[src/sps_pkg.sv]
`default_nettype none

package sps_pkg;

    // default prefix capacity in bytes
    localparam int MAX_PREFIX_BYTES_DEF = 64;

    // message characters
    localparam logic [7:0] COLON_CHAR = 8'h3A;
    localparam logic [7:0] ZERO_CHAR  = 8'h30;
    localparam logic [7:0] PAD_BYTE   = 8'h80;

    // digest nibble count that difficulty is clamped to
    localparam logic [6:0] MAX_NIBBLES = 7'd64;

    // commands from the controller to the datapath
    typedef struct packed {
        logic       load_item;
        logic       capture;
        logic       conv_start;
        logic       conv_step;
        logic       init_hash;
        logic       round_start;
        logic       ld_issue;
        logic       round_en;
        logic       final_add;
        logic       clear_len;
        logic [3:0] word;
        logic [5:0] round;
    } sps_cmd_t;

    // status from the datapath to the controller
    typedef struct packed {
        logic last_block;
        logic pass;
    } sps_stat_t;

    // block index width for a given prefix capacity
    function automatic int sps_blk_w(int max_bytes);
        int nb;
        nb = (max_bytes + 83) / 64;
        return (nb > 1) ? $clog2(nb) : 1;
    endfunction

    function automatic logic [31:0] rotr(logic [31:0] x, int n);
        return (x >> n) | (x << (32 - n));
    endfunction

    function automatic logic [31:0] sig0(logic [31:0] x);
        return rotr(x, 7) ^ rotr(x, 18) ^ (x >> 3);
    endfunction

    function automatic logic [31:0] sig1(logic [31:0] x);
        return rotr(x, 17) ^ rotr(x, 19) ^ (x >> 10);
    endfunction

    function automatic logic [31:0] bsig0(logic [31:0] x);
        return rotr(x, 2) ^ rotr(x, 13) ^ rotr(x, 22);
    endfunction

    function automatic logic [31:0] bsig1(logic [31:0] x);
        return rotr(x, 6) ^ rotr(x, 11) ^ rotr(x, 25);
    endfunction

    // initial hash value
    function automatic logic [31:0] init_h(logic [2:0] i);
        logic [31:0] r;
        case (i)
            3'd0: r = 32'h6a09e667;
            3'd1: r = 32'hbb67ae85;
            3'd2: r = 32'h3c6ef372;
            3'd3: r = 32'ha54ff53a;
            3'd4: r = 32'h510e527f;
            3'd5: r = 32'h9b05688c;
            3'd6: r = 32'h1f83d9ab;
            default: r = 32'h5be0cd19;
        endcase
        return r;
    endfunction

    // round constants
    function automatic logic [31:0] round_k(logic [5:0] t);
        logic [31:0] r;
        case (t)
            6'd0: r = 32'h428a2f98;  6'd1: r = 32'h71374491;
            6'd2: r = 32'hb5c0fbcf;  6'd3: r = 32'he9b5dba5;
            6'd4: r = 32'h3956c25b;  6'd5: r = 32'h59f111f1;
            6'd6: r = 32'h923f82a4;  6'd7: r = 32'hab1c5ed5;
            6'd8: r = 32'hd807aa98;  6'd9: r = 32'h12835b01;
            6'd10: r = 32'h243185be; 6'd11: r = 32'h550c7dc3;
            6'd12: r = 32'h72be5d74; 6'd13: r = 32'h80deb1fe;
            6'd14: r = 32'h9bdc06a7; 6'd15: r = 32'hc19bf174;
            6'd16: r = 32'he49b69c1; 6'd17: r = 32'hefbe4786;
            6'd18: r = 32'h0fc19dc6; 6'd19: r = 32'h240ca1cc;
            6'd20: r = 32'h2de92c6f; 6'd21: r = 32'h4a7484aa;
            6'd22: r = 32'h5cb0a9dc; 6'd23: r = 32'h76f988da;
            6'd24: r = 32'h983e5152; 6'd25: r = 32'ha831c66d;
            6'd26: r = 32'hb00327c8; 6'd27: r = 32'hbf597fc7;
            6'd28: r = 32'hc6e00bf3; 6'd29: r = 32'hd5a79147;
            6'd30: r = 32'h06ca6351; 6'd31: r = 32'h14292967;
            6'd32: r = 32'h27b70a85; 6'd33: r = 32'h2e1b2138;
            6'd34: r = 32'h4d2c6dfc; 6'd35: r = 32'h53380d13;
            6'd36: r = 32'h650a7354; 6'd37: r = 32'h766a0abb;
            6'd38: r = 32'h81c2c92e; 6'd39: r = 32'h92722c85;
            6'd40: r = 32'ha2bfe8a1; 6'd41: r = 32'ha81a664b;
            6'd42: r = 32'hc24b8b70; 6'd43: r = 32'hc76c51a3;
            6'd44: r = 32'hd192e819; 6'd45: r = 32'hd6990624;
            6'd46: r = 32'hf40e3585; 6'd47: r = 32'h106aa070;
            6'd48: r = 32'h19a4c116; 6'd49: r = 32'h1e376c08;
            6'd50: r = 32'h2748774c; 6'd51: r = 32'h34b0bcb5;
            6'd52: r = 32'h391c0cb3; 6'd53: r = 32'h4ed8aa4a;
            6'd54: r = 32'h5b9cca4f; 6'd55: r = 32'h682e6ff3;
            6'd56: r = 32'h748f82ee; 6'd57: r = 32'h78a5636f;
            6'd58: r = 32'h84c87814; 6'd59: r = 32'h8cc70208;
            6'd60: r = 32'h90befffa; 6'd61: r = 32'ha4506ceb;
            6'd62: r = 32'hbef9a3f7; default: r = 32'hc67178f2;
        endcase
        return r;
    endfunction

endpackage

`default_nettype wire

[src/sps_datapath.sv]
`default_nettype none

module sps_datapath import sps_pkg::*; #(
    parameter int MAX_PREFIX_BYTES = MAX_PREFIX_BYTES_DEF,
    parameter int BLK_W            = sps_blk_w(MAX_PREFIX_BYTES)
) (
    input  wire logic             aclk,
    input  wire logic             aresetn,
    input  wire sps_cmd_t         cmd,
    input  wire logic [BLK_W-1:0] blk,
    input  wire logic [15:0]      attempt,
    input  wire logic [7:0]       s_prefix_byte,
    input  wire logic             s_byte_present,
    input  wire logic [31:0]      s_base_number,
    input  wire logic [6:0]       s_difficulty,
    output sps_stat_t             stat
);

    localparam int PW    = (MAX_PREFIX_BYTES + 3) / 4;
    localparam int AW    = (PW > 1) ? $clog2(PW) : 1;
    localparam int CNT_W = $clog2(MAX_PREFIX_BYTES + 1);
    localparam int POS_W = BLK_W + 6;
    localparam int WI_W  = BLK_W + 4;

    // prefix storage, one 32-bit word per four bytes
    logic [3:0][7:0] mem [PW];
    logic [31:0]     mem_q_reg;

    logic [CNT_W-1:0] plen_reg, plen_next;
    logic [31:0]      base_reg;
    logic [6:0]       need_reg;
    logic [31:0]      sh_reg;
    logic [39:0]      bcd_reg;
    logic [31:0]      h_reg [8];
    logic [31:0]      v_reg [8];
    logic [31:0]      win_reg [16];
    logic             ldv_reg;
    logic [3:0]       ldw_reg;

    logic [AW-1:0]    waddr;
    logic [1:0]       wlane;
    logic             wr_en;
    logic [WI_W-1:0]  widx;
    logic [AW-1:0]    raddr;

    // prefix write and length
    always_comb begin
        waddr     = AW'(plen_reg >> 2);
        wlane     = 2'(plen_reg);
        wr_en     = cmd.load_item && s_byte_present &&
                    (32'(plen_reg) < 32'(MAX_PREFIX_BYTES));
        plen_next = plen_reg;
        if (cmd.clear_len) begin
            plen_next = '0;
        end else if (wr_en) begin
            plen_next = plen_reg + 1'b1;
        end
    end

    always_ff @(posedge aclk) begin
        if (!aresetn) begin
            plen_reg <= '0;
        end else begin
            plen_reg <= plen_next;
        end
    end

    always_ff @(posedge aclk) begin
        if (wr_en) begin
            mem[waddr][wlane] <= s_prefix_byte;
        end
    end

    // word read for the message load
    always_comb begin
        widx  = {blk, cmd.word};
        raddr = '0;
        if (32'(widx) < 32'(PW)) begin
            raddr = AW'(widx);
        end
    end

    always_ff @(posedge aclk) begin
        mem_q_reg <= mem[raddr];
    end

    // search parameters on the final transfer
    always_ff @(posedge aclk) begin
        if (cmd.capture) begin
            base_reg <= s_base_number;
            need_reg <= (s_difficulty > MAX_NIBBLES) ? MAX_NIBBLES : s_difficulty;
        end
    end

    // binary to decimal by shift and add-3
    always_ff @(posedge aclk) begin
        if (cmd.conv_start) begin
            sh_reg  <= base_reg + {16'd0, attempt};
            bcd_reg <= '0;
        end else if (cmd.conv_step) begin
            logic [39:0] adj;
            for (int k = 0; k < 10; k++) begin
                adj[4*k +: 4] = (bcd_reg[4*k +: 4] >= 4'd5) ?
                                bcd_reg[4*k +: 4] + 4'd3 : bcd_reg[4*k +: 4];
            end
            bcd_reg <= {adj[38:0], sh_reg[31]};
            sh_reg  <= {sh_reg[30:0], 1'b0};
        end
    end

    // digit count and message length
    logic [3:0]       nd;
    logic [POS_W-1:0] plen_p, len_p;
    logic [POS_W:0]   nblk;
    logic             last_blk;
    logic             pass_ok;

    always_comb begin
        nd = 4'd1;
        for (int k = 1; k < 10; k++) begin
            if (bcd_reg[4*k +: 4] != 4'd0) begin
                nd = 4'(k + 1);
            end
        end
        plen_p   = POS_W'(plen_reg);
        len_p    = plen_p + POS_W'(nd) + 1'b1;
        nblk     = ({1'b0, len_p} + (POS_W+1)'(72)) >> 6;
        last_blk = (blk == BLK_W'(nblk - 1'b1));
    end

    // status to the controller
    assign stat = '{last_block: last_blk, pass: pass_ok};

    // message word assembly for the word read last cycle
    logic [31:0]      msg_word;
    logic [POS_W-1:0] pos;
    logic [POS_W-1:0] didx;
    logic [3:0]       dsel;
    logic [7:0]       mbyte;

    always_comb begin
        msg_word = '0;
        pos      = '0;
        didx     = '0;
        dsel     = '0;
        mbyte    = '0;
        for (int j = 0; j < 4; j++) begin
            pos   = {blk, ldw_reg, 2'(j)};
            didx  = len_p - 1'b1 - pos;
            dsel  = 4'(didx);
            mbyte = 8'd0;
            if (pos < plen_p) begin
                mbyte = mem_q_reg[8*j +: 8];
            end else if (pos == plen_p) begin
                mbyte = COLON_CHAR;
            end else if (pos < len_p) begin
                mbyte = ZERO_CHAR | {4'd0, bcd_reg[4*dsel +: 4]};
            end else if (pos == len_p) begin
                mbyte = PAD_BYTE;
            end
            msg_word[31-8*j -: 8] = mbyte;
        end
        // length field of the final block
        if (last_blk && ldw_reg == 4'd14) begin
            msg_word = '0;
        end else if (last_blk && ldw_reg == 4'd15) begin
            msg_word = 32'({len_p, 3'b000});
        end
    end

    // compression round
    logic [31:0] t1, t2, w_new;

    always_comb begin
        t1 = v_reg[7] + bsig1(v_reg[4]) + ((v_reg[4] & v_reg[5]) ^ (~v_reg[4] & v_reg[6]))
             + round_k(cmd.round) + win_reg[0];
        t2 = bsig0(v_reg[0]) + ((v_reg[0] & v_reg[1]) ^ (v_reg[0] & v_reg[2]) ^
             (v_reg[1] & v_reg[2]));
        w_new = sig1(win_reg[14]) + win_reg[9] + sig0(win_reg[1]) + win_reg[0];
    end

    always_ff @(posedge aclk) begin
        if (!aresetn) begin
            ldv_reg <= 1'b0;
        end else begin
            ldv_reg <= cmd.ld_issue;
        end
    end

    always_ff @(posedge aclk) begin
        ldw_reg <= cmd.word;
    end

    // schedule window
    always_ff @(posedge aclk) begin
        if (ldv_reg || cmd.round_en) begin
            for (int k = 0; k < 15; k++) begin
                win_reg[k] <= win_reg[k+1];
            end
            win_reg[15] <= ldv_reg ? msg_word : w_new;
        end
    end

    // working variables
    always_ff @(posedge aclk) begin
        if (cmd.round_start) begin
            for (int k = 0; k < 8; k++) begin
                v_reg[k] <= h_reg[k];
            end
        end else if (cmd.round_en) begin
            v_reg[0] <= t1 + t2;
            v_reg[1] <= v_reg[0];
            v_reg[2] <= v_reg[1];
            v_reg[3] <= v_reg[2];
            v_reg[4] <= v_reg[3] + t1;
            v_reg[5] <= v_reg[4];
            v_reg[6] <= v_reg[5];
            v_reg[7] <= v_reg[6];
        end
    end

    // hash state
    always_ff @(posedge aclk) begin
        if (cmd.init_hash) begin
            for (int k = 0; k < 8; k++) begin
                h_reg[k] <= init_h(3'(k));
            end
        end else if (cmd.final_add) begin
            for (int k = 0; k < 8; k++) begin
                h_reg[k] <= h_reg[k] + v_reg[k];
            end
        end
    end

    // leading zero nibble check
    always_comb begin
        logic fail;
        fail = 1'b0;
        for (int n = 0; n < 64; n++) begin
            if ((7'(n) < need_reg) && (h_reg[n/8][31-4*(n%8) -: 4] != 4'd0)) begin
                fail = 1'b1;
            end
        end
        pass_ok = !fail;
    end

endmodule

`default_nettype wire

[src/sps_ctrl.sv]
`default_nettype none

module sps_ctrl import sps_pkg::*; #(
    parameter int BLK_W = 1
) (
    input  wire logic             aclk,
    input  wire logic             aresetn,
    input  wire logic             s_valid,
    input  wire logic             s_last,
    output logic                  s_ready,
    output logic                  m_valid,
    input  wire logic             m_ready,
    output logic                  m_found,
    output logic [15:0]           m_nonce,
    input  wire logic [15:0]      limit,
    input  wire sps_stat_t        stat,
    output logic [BLK_W-1:0]      blk,
    output logic [15:0]           attempt,
    output sps_cmd_t              cmd
);

    typedef enum logic [7:0] {
        ST_IDLE  = 8'b0000_0001,
        ST_START = 8'b0000_0010,
        ST_CONV  = 8'b0000_0100,
        ST_LOAD  = 8'b0000_1000,
        ST_ROUND = 8'b0001_0000,
        ST_FINAL = 8'b0010_0000,
        ST_CHECK = 8'b0100_0000,
        ST_DONE  = 8'b1000_0000
    } state_t;

    state_t           state_reg, state_next;
    logic [15:0]      att_reg, att_next;
    logic [4:0]       bit_reg, bit_next;
    logic [4:0]       wcnt_reg, wcnt_next;
    logic [5:0]       rcnt_reg, rcnt_next;
    logic [BLK_W-1:0] blk_reg, blk_next;
    logic             res_found_reg, res_found_next;
    logic [15:0]      res_nonce_reg, res_nonce_next;
    logic             m_valid_reg, m_valid_next;
    logic             m_found_reg, m_found_next;
    logic [15:0]      m_nonce_reg, m_nonce_next;
    logic             in_xfer;

    assign s_ready = (state_reg == ST_IDLE);
    assign in_xfer = s_valid && s_ready;
    assign blk     = blk_reg;
    assign attempt = att_reg;
    assign m_valid = m_valid_reg;
    assign m_found = m_found_reg;
    assign m_nonce = m_nonce_reg;

    // sequencing of attempts, blocks and rounds
    always_comb begin
        state_next     = state_reg;
        att_next       = att_reg;
        bit_next       = bit_reg;
        wcnt_next      = wcnt_reg;
        rcnt_next      = rcnt_reg;
        blk_next       = blk_reg;
        res_found_next = res_found_reg;
        res_nonce_next = res_nonce_reg;
        m_valid_next   = m_valid_reg && !m_ready;
        m_found_next   = m_found_reg;
        m_nonce_next   = m_nonce_reg;
        cmd            = '0;
        cmd.word       = wcnt_reg[3:0];
        cmd.round      = rcnt_reg;

        unique case (state_reg)
            ST_IDLE: begin
                if (in_xfer) begin
                    cmd.load_item = 1'b1;
                    cmd.capture   = s_last;
                    if (s_last) begin
                        att_next   = '0;
                        state_next = ST_START;
                    end
                end
            end
            ST_START: begin
                if (limit == 16'd0) begin
                    res_found_next = 1'b0;
                    res_nonce_next = '0;
                    state_next     = ST_DONE;
                end else begin
                    cmd.conv_start = 1'b1;
                    bit_next       = '0;
                    state_next     = ST_CONV;
                end
            end
            ST_CONV: begin
                cmd.conv_step = 1'b1;
                bit_next      = bit_reg + 1'b1;
                if (bit_reg == 5'd31) begin
                    cmd.init_hash = 1'b1;
                    blk_next      = '0;
                    wcnt_next     = '0;
                    state_next    = ST_LOAD;
                end
            end
            ST_LOAD: begin
                cmd.round_start = (wcnt_reg == 5'd0);
                cmd.ld_issue    = !wcnt_reg[4];
                wcnt_next       = wcnt_reg + 1'b1;
                if (wcnt_reg[4]) begin
                    rcnt_next  = '0;
                    state_next = ST_ROUND;
                end
            end
            ST_ROUND: begin
                cmd.round_en = 1'b1;
                rcnt_next    = rcnt_reg + 1'b1;
                if (rcnt_reg == 6'd63) begin
                    state_next = ST_FINAL;
                end
            end
            ST_FINAL: begin
                cmd.final_add = 1'b1;
                if (stat.last_block) begin
                    state_next = ST_CHECK;
                end else begin
                    blk_next   = blk_reg + 1'b1;
                    wcnt_next  = '0;
                    state_next = ST_LOAD;
                end
            end
            ST_CHECK: begin
                if (stat.pass) begin
                    res_found_next = 1'b1;
                    res_nonce_next = att_reg;
                    state_next     = ST_DONE;
                end else if ({1'b0, att_reg} + 17'd1 == {1'b0, limit}) begin
                    res_found_next = 1'b0;
                    res_nonce_next = '0;
                    state_next     = ST_DONE;
                end else begin
                    att_next   = att_reg + 1'b1;
                    state_next = ST_START;
                end
            end
            ST_DONE: begin
                if (!m_valid_reg || m_ready) begin
                    m_valid_next  = 1'b1;
                    m_found_next  = res_found_reg;
                    m_nonce_next  = res_nonce_reg;
                    cmd.clear_len = 1'b1;
                    state_next    = ST_IDLE;
                end
            end
            default: begin
                state_next = ST_IDLE;
            end
        endcase
    end

    always_ff @(posedge aclk) begin
        if (!aresetn) begin
            state_reg   <= ST_IDLE;
            att_reg     <= '0;
            m_valid_reg <= 1'b0;
        end else begin
            state_reg   <= state_next;
            att_reg     <= att_next;
            m_valid_reg <= m_valid_next;
        end
    end

    always_ff @(posedge aclk) begin
        bit_reg       <= bit_next;
        wcnt_reg      <= wcnt_next;
        rcnt_reg      <= rcnt_next;
        blk_reg       <= blk_next;
        res_found_reg <= res_found_next;
        res_nonce_reg <= res_nonce_next;
        m_found_reg   <= m_found_next;
        m_nonce_reg   <= m_nonce_next;
    end

endmodule

`default_nettype wire

[src/sha256_pow_nonce_search.sv]
// Proof-of-work nonce search over SHA-256 of "prefix:decimal".
// Input channel (s_*): each transfer appends s_prefix_byte to the challenge
// prefix when s_byte_present is set; bytes beyond MAX_PREFIX_BYTES are dropped.
// A transfer with s_last set also takes s_base_number and s_difficulty and
// starts the search; s_ready stays low until the search has finished.
// Loading transfers are taken one per cycle while the block is idle.
// Result channel (m_*): one transfer per search with m_found and m_nonce,
// the first offset whose digest has the required leading zero nibbles.
// Each attempt converts base plus offset to decimal, then runs the B 64-byte
// blocks of the message (1 for prefixes up to 44 bytes) through the single
// shared round unit, one round per cycle; the decimal converter works by
// shift and add. Attempts run one after another; an attempt limit of zero
// answers with m_found low without trying any offset. The result sits in an
// output register, so a stalled receiver does not stop loading or the next
// search; only a second result waits in the final state until the first one
// is taken. APB register 0 (attempt_limit) resets to 65535; the user must
// write it only while idle, and the block itself does not enforce this.
// Reset clears control state and the prefix length; no memory sweep is needed.
`default_nettype none

module sha256_pow_nonce_search import sps_pkg::*; #(
    parameter int MAX_PREFIX_BYTES = MAX_PREFIX_BYTES_DEF
) (
    input  wire logic        aclk,
    input  wire logic        aresetn,
    input  wire logic        psel,
    input  wire logic        penable,
    input  wire logic        pwrite,
    input  wire logic [2:0]  paddr,
    input  wire logic [31:0] pwdata,
    output logic [31:0]      prdata,
    output logic             pready,
    input  wire logic        s_valid,
    output logic             s_ready,
    input  wire logic [7:0]  s_prefix_byte,
    input  wire logic        s_byte_present,
    input  wire logic        s_last,
    input  wire logic [31:0] s_base_number,
    input  wire logic [6:0]  s_difficulty,
    output logic             m_valid,
    input  wire logic        m_ready,
    output logic             m_found,
    output logic [15:0]      m_nonce
);

    localparam int BLK_W = sps_blk_w(MAX_PREFIX_BYTES);

    logic [15:0]      limit_reg;
    sps_cmd_t         cmd;
    sps_stat_t        stat;
    logic [BLK_W-1:0] blk;
    logic [15:0]      attempt;

    // attempt limit register
    assign pready = 1'b1;
    assign prdata = (paddr == 3'd0) ? {16'd0, limit_reg} : 32'd0;

    always_ff @(posedge aclk) begin
        if (!aresetn) begin
            limit_reg <= 16'hFFFF;
        end else if (psel && penable && pwrite && paddr == 3'd0) begin
            limit_reg <= pwdata[15:0];
        end
    end

    sps_ctrl #(
        .BLK_W (BLK_W)
    ) u_ctrl (
        .aclk    (aclk),
        .aresetn (aresetn),
        .s_valid (s_valid),
        .s_last  (s_last),
        .s_ready (s_ready),
        .m_valid (m_valid),
        .m_ready (m_ready),
        .m_found (m_found),
        .m_nonce (m_nonce),
        .limit   (limit_reg),
        .stat    (stat),
        .blk     (blk),
        .attempt (attempt),
        .cmd     (cmd)
    );

    sps_datapath #(
        .MAX_PREFIX_BYTES (MAX_PREFIX_BYTES),
        .BLK_W            (BLK_W)
    ) u_datapath (
        .aclk           (aclk),
        .aresetn        (aresetn),
        .cmd            (cmd),
        .blk            (blk),
        .attempt        (attempt),
        .s_prefix_byte  (s_prefix_byte),
        .s_byte_present (s_byte_present),
        .s_base_number  (s_base_number),
        .s_difficulty   (s_difficulty),
        .stat           (stat)
    );

endmodule

`default_nettype wire

[config.mk]
export PLATFORM = sky130hd
export DESIGN_NAME = sha256_pow_nonce_search
export DESIGN_NICKNAME = d
export VERILOG_FILES = /design/src/sps_pkg.sv /design/src/sps_datapath.sv /design/src/sps_ctrl.sv /design/src/sha256_pow_nonce_search.sv
export SDC_FILE = /design/constraint.sdc
export NUM_CORES = 2
export LEC_CHECK = 0
export BUFFER_PORTS_ARGS = -buffer_cell sky130_fd_sc_hd__buf_2
export CORE_MARGIN = 2
export CORE_UTILIZATION = 60
export DETAILED_ROUTE_END_ITERATION = 7
export HOLD_SLACK_MARGIN = 0.12
export PLACE_DENSITY_LB_ADDON = 0.2
export SLEW_MARGIN = 20
export SYNTH_ARGS = -nofsm -noshare
export SYNTH_HDL_FRONTEND = slang
export SYNTH_SLANG_ARGS = --single-unit
[constraint.sdc]
create_clock -name aclk -period 18.3 [get_ports aclk]
set_input_delay 0.915 -clock aclk [delete_from_list [all_inputs] [get_ports aclk]]
set_output_delay 0.915 -clock aclk [all_outputs]
set_load 0.05 [all_outputs]
---- Word-level counts from Yosys, hierarchy flattened ----
Memories as Yosys holds them, arrays and structs flattened. A register that Yosys moved wholly into a read port is not among the register bits.
Cells that the tools add are included.
storage, ports and cells
  register bits after elaboration ......... 215
  bits in writable memories ............... 1536
  bits in read-only memories .............. 2048
  input bits .............................. 91
  output and inout port bits .............. 52
  logic and storage cells ................. 604
  memories ................................ 5
memories
  memory              depth  width  rd ports  clocked after memory_dff  wr ports  RTL line            RTL
  (no name shown)     64     32     1         1                         0         sps_pkg.sv:84       case (t)
  u_datapath.mem      16     32     1         1                         1         sps_datapath.sv:26  logic [3:0][7:0] mem [PW];
  u_datapath.win_reg  16     32     16        0                         16        sps_datapath.sv:36  logic [31:0] win_reg [16];
  u_datapath.h_reg    8      32     8         0                         8         sps_datapath.sv:34  logic [31:0] h_reg [8];
  u_datapath.v_reg    8      32     8         0                         8         sps_datapath.sv:35  logic [31:0] v_reg [8];
operators by class
  add/sub/neg operators ................... 45
  order comparisons ....................... 87
  eq/ne operators ......................... 34
  shift-type cells ........................ 4
  mux-type cells .......................... 194
  bitwise gates (word level) .............. 44
  reductions and logical operators ........ 172
operators by type and width
  operator                                             count
  2-to-1 mux 32 bit                                    30
  adder 32 bit                                         18
  nonzero test 4 bit                                   73
  bitwise XOR 32 bit                                   9
  < comparator 6 x 7 -> 1 bit, first input constant    32
  2-to-1 mux 8 bit                                     26
  bitwise AND 32 bit                                   5
  variable part select 40 x 7 -> 4 bit                 4
  2-to-1 mux 16 bit                                    8
  < comparator 5 x 7 -> 1 bit, first input constant    16
  2-to-1 mux 1 bit                                     91
  logical AND 1 bit                                    74
  case mux 16 bit (2 select lines)                     2
  case mux 8 bit (8 select lines)                      1
  == test 7 bit                                        8
  < comparator 4 x 7 -> 1 bit, first input constant    8
  < comparator 7 bit                                   8
  2-to-1 mux 4 bit                                     13
  >= comparator 4 x 3 -> 1 bit, second input constant  10
  adder 4 x 2 -> 4 bit, second input constant          9
  adder 32 x 16 -> 32 bit                              1
  NOT 32 bit                                           1
  OR 10 x 32 -> 32 bit                                 1
  OR 13 x 32 -> 32 bit                                 1
  70 further kinds                                     131

---- Logic depth before layout (Yosys ltp) ----
An unclocked memory read counts as a cell.
  depth after elaboration ................. 69
  gate-level depth with buffers ........... 33
  depth with buffers taken out ............ 32

---- Modules after synthesis ----
Synthesis repeated with hierarchy kept, for this count alone.
unflattened totals
  cell total of the unflattened synthesis .. 8270
  area, all modules ....................... 97668.7 µm²
modules (own cells, without submodules)
  module                   times used  cells each  area an instance (µm²)  seq. area each (µm²)
  sps_datapath             1           7777        92733.9                 49937.9
  sps_ctrl                 1           383         4022.6                  2031.9
  sha256_pow_nonce_search  1           110         912.1                   320.3

---- Least setup slack after synthesis ----
No wires, ideal clock.
  kind .................................... register to register
  start point ............................. register u_ctrl.state_reg[0]
  end point ............................... memory u_datapath.win_reg[0][0] (enable)
  library setup time ...................... 3660 ps
  data arrival time ....................... 10069 ps
  data required time ...................... 14640 ps
  slack ................................... 4571 ps
  stages on the path, launching flop included .. 10
  buffers on the path ..................... 5
  period minus slack after synthesis ...... 13729 ps
  cell sequence ........................... dfxtp_1 nor2_1 and3_1 clkbuf_1 nand2_1 clkbuf_1 buf_6 clkbuf_1 clkbuf_1 nand2_1
RTL lines
  element                 RTL line            RTL
  start, declared         sps_ctrl.sv:33      state_t state_reg, state_next;
  start signal, assigned  sps_ctrl.sv:164     state_reg <= state_next;
  end, declared           sps_datapath.sv:36

==> results.py <==
metrics = {
    "min_path": {
        "hold_class": "input pin to flop",
        "min_path_cells": 1,
        "worstHoldEndpoint": "u_datapath.base_reg[4]",
        "hp-start": "s_base_number[4]",
    },
    "clock_tree": {
        "post-cts-setup-buffer-count": 0,
        "clock_sinks": 1815,
        "path_clk_slew_ns": 0.06,
        "clock-root-buffer": "sky130_fd_sc_hd__clkbuf_16",
        "cts_max_level": 4,
        "cts_hold_buffers": 0,
        "clock_network_latency_to_the_later_pin_of_the_worst_skew_pair_ns": 0.85,
        "cts_resized": 0,
        "ctsLongestPathBuffers": 3,
        "cts_inserted_buffers": 186,
        "cts_tree": "done",
    },
    "routing": {
        "routed-via-count": 67944,
        "drt_drc_violations_left": 0,
        "route.detailed.wl_per_inst_um": 24.6,
        "drt_pre_antenna_iters": 6,
        "routed_via_density": 6.32,
        "postRouteWirelength_mm": 264,
        "initialDrtViolationCount": 7351,
        "antenna_left": 0,
    },
    "run_status": {
        "status": "completed",
    },
    "setup_path": {
        "buffers_and_inverters_on_the_worst_path": 4,
        "critical_path_class": "flop to flop",
        "cp_max_fo": 5,
        "critPathArrivalTime_ns": 9.24,
        "r2r_setup_slack_ns": 9.74,
        "worst-endpoint-required_ns": 18.98,
        "worst_path_max_delay_cell": "sky130_fd_sc_hd__fa_1",
        "crit_family": "adder cells",
        "critical_path.endpoint_type": "flop",
        "worst_r2r_startpoint": "u_datapath.win_reg[0][1]",
        "crit_path_max_incr_delay_ns": 0.58,
        "r2r_end": "u_datapath.v_reg[0][31]",
        "worst-r2r-cell-count": 29,
        "path_common_cell": "sky130_fd_sc_hd__fa_1",
        "worstSetupStartpointType": "flop",
    },
    "grt": {
        "grt_first_pass_wirelength_mm": 398,
        "antenna_found_initial": 9,
        "grtUsageTotal_pct": 31.3,
        "via_count_of_the_first_global_routing_pass": 65028,
        "grt_start_max_net_pins": 136,
        "grt-ovfl-total": 0,
    },
    "yosys": {
        "avgSynthCellArea_um2": 11.6,
        "primary_flip_flop_cell_chosen_by_synthesis_mapping": "sky130_fd_sc_hd__edfxtp_1",
        "netlist_area_um2": 97800,
        "syn-instance-count": 8413,
        "synth_enable_flop_cells": 1658,
        "ys_async_sr_fraction_pct": 0,
        "seq_area_frac_synth_pct": 54.1,
        "synth.yosys.warnings": 0,
        "netlist-cell-type-count": 102,
        "synth.ff_latch_count": 1815,
    },
    "final_layout": {
        "final-seq-area_um2": 52900,
        "fillCellCount": 12277,
        "nNetsFinal": 9164,
        "finalInstanceArea_um2": 107000,
        "multi_input_area_um2": 42600,
        "drive_gt1_share_pct": 9.00,
        "area_growth_syn_to_layout_pct": 8.92,
    },
    "placed_design": {
        "place_worst_setup_slack_ns": 9.90,
        "dp_hpwl_mm": 185,
        "dpl-instance-area_um2": 100000,
        "io_buffer_count": 109,
        "gpl.final_weighted_congestion": 0.992,
    },
    "power": {
        "irDropWorstVdd_mv": 0.461,
        "total_power_mw": 20.4,
        "power_density_nw_per_um2": 191,
        "power.static_leakage_nw": 39.4,
    },
    "floorplan": {
        "core-area_um2": 162000,
        "die_x_um": 408,
        "chipHeight_um": 408,
        "num_rows": 148,
        "design.die.area_um2": 166000,
        "io_pins": 143,
        "floorplan.initialDensity_pct": 60.2,
    },
    "sta": {
        "timing.slew.headroom_pct": 18.4,
        "report.final.setup_viol": 0,
        "hold-worst-slack_ns": 0.245,
        "fmaxAchievable_mhz": 117,
        "timing_max_transition_violations_final": 0,
        "grt_setup_unrepaired": "false",
        "final-hold-violation-count": 0,
        "post-route-worst-setup-slack_ns": 9.74,
        "fin_crit_sh_pct": 46.8,
        "worst-slew-pin-transition_ns": 1.21,
        "skew_ns": 0.0342,
        "timing.setup.tns_ns": 0,
        "period_minus_slack_ns": 8.56,
    },
    "job": {
        "drv.max_cap_violation_count": 0,
    },
}
per-stage QoR:
stage | std cells | util (%)
after floorplan | 8428 | -
after global placement | 10404 | 61.8
after CTS | 10752 | 65.6
after detailed placement | 10404 | 61.8
final | 10753 | 65.6
after global routing | 10752 | 65.6
cell families after synthesis:
| logic type | synth area share [%] |
|---|---|
| AOI/OAI and AO/OA | 12.9 |
| xor gates and xnor gates | 5.93 |
| adders and majority gates | 9.97 |
| buffers and inverters | 2.62 |
| DFF | 54.1 |
| muxes | 4.10 |
| other | 0.00768 |
| and+or+nand+nor | 10.4 |
cell usage in the layout (no fill, tap or decap), types with 37 or more instances in the layout:
master and instances:
sky130_fd_sc_hd__xnor2_1 428, sky130_fd_sc_hd__buf_4 87, sky130_fd_sc_hd__mux2i_1 111, sky130_fd_sc_hd__and2_1 66
sky130_fd_sc_hd__a211oi_1 67, sky130_fd_sc_hd__a221oi_1 44, sky130_fd_sc_hd__a31oi_1 63, sky130_fd_sc_hd__nand4_1 41
sky130_fd_sc_hd__clkbuf_1 44, sky130_fd_sc_hd__buf_2 109, sky130_fd_sc_hd__o21a_1 64, sky130_fd_sc_hd__ha_1 457
sky130_fd_sc_hd__edfxtp_1 1658, sky130_fd_sc_hd__nor2_1 520, sky130_fd_sc_hd__a21oi_1 625, sky130_fd_sc_hd__clkinv_1 37
sky130_fd_sc_hd__clkbuf_16 192, sky130_fd_sc_hd__o21ai_1 117, sky130_fd_sc_hd__nor2b_1 66, sky130_fd_sc_hd__nor4_1 62
sky130_fd_sc_hd__nand2b_1 101, sky130_fd_sc_hd__o21ai_0 464, sky130_fd_sc_hd__inv_1 253, sky130_fd_sc_hd__nor3_1 76
sky130_fd_sc_hd__fa_1 198, sky130_fd_sc_hd__nand3_1 155, sky130_fd_sc_hd__nand2_1 984, sky130_fd_sc_hd__a21o_1 184
sky130_fd_sc_hd__xor2_1 228, sky130_fd_sc_hd__dfxtp_1 157, sky130_fd_sc_hd__o21bai_1 46, sky130_fd_sc_hd__mux2_2 193
final cells by class:
cell class,count,share of cell area [%]
inverter,261,0.920
multi-input combinational,5954,40.0
sequential,1815,49.7
antenna,1,0.00235
clock buffer,245,4.78
clock inverter,103,0.929
timing repair buffer,199,1.17
tap,2175,2.55
metal layers:
metal | track usage (%) | part of all wire [%]
met1 | 45.1 | 42
met2 | 47.5 | 45
met3 | 6.02 | 8.6
met4 | 11.6 | 3.9
met5 | 0 | 0.070
worst max path at each step:
stage	cells after the start	slack [ns]	startpoint	endpoint
2_1_floorplan	9	4.57	u_ctrl.state_reg[0]	u_datapath.win_reg[0][0]
3_3_place_gp	29	10.03	u_datapath.win_reg[0][1]	u_datapath.v_reg[0][31]
3_5_place_dp	29	9.90	u_datapath.win_reg[0][1]	u_datapath.v_reg[0][31]
4_1_cts	29	9.82	u_datapath.win_reg[0][1]	u_datapath.v_reg[0][31]
5_1_grt	30	9.30	u_datapath.win_reg[0][1]	u_datapath.v_reg[0][30]
6_report	29	9.74	u_datapath.win_reg[0][1]	u_datapath.v_reg[0][31]
power breakdown:
group / internal, mW / switching, mW / leakage, nW / total [mW]
logic: 4.49 / 7.09 / 19.8 / 11.6
registers: 4.82 / 0.207 / 16.6 / 5.02
clock network: 2.17 / 1.63 / 2.96 / 3.80
synthesized netlist by cell type (184+ instances only):
library cell	n	area [um2]
sky130_fd_sc_hd__edfxtp_1	1658	49800
sky130_fd_sc_hd__nand2_1	988	3710
sky130_fd_sc_hd__a21oi_1	627	3140
sky130_fd_sc_hd__nor2_1	522	1960
sky130_fd_sc_hd__o21ai_0	464	2320
sky130_fd_sc_hd__ha_1	458	5730
sky130_fd_sc_hd__xnor2_1	428	3750
sky130_fd_sc_hd__clkbuf_1	326	1220
sky130_fd_sc_hd__inv_1	253	950
sky130_fd_sc_hd__xor2_1	229	2010
sky130_fd_sc_hd__fa_1	198	3960
sky130_fd_sc_hd__mux2_2	193	2170
sky130_fd_sc_hd__a21o_1	184	1380
No activity file was read; power rests on OpenSTA's default activity.
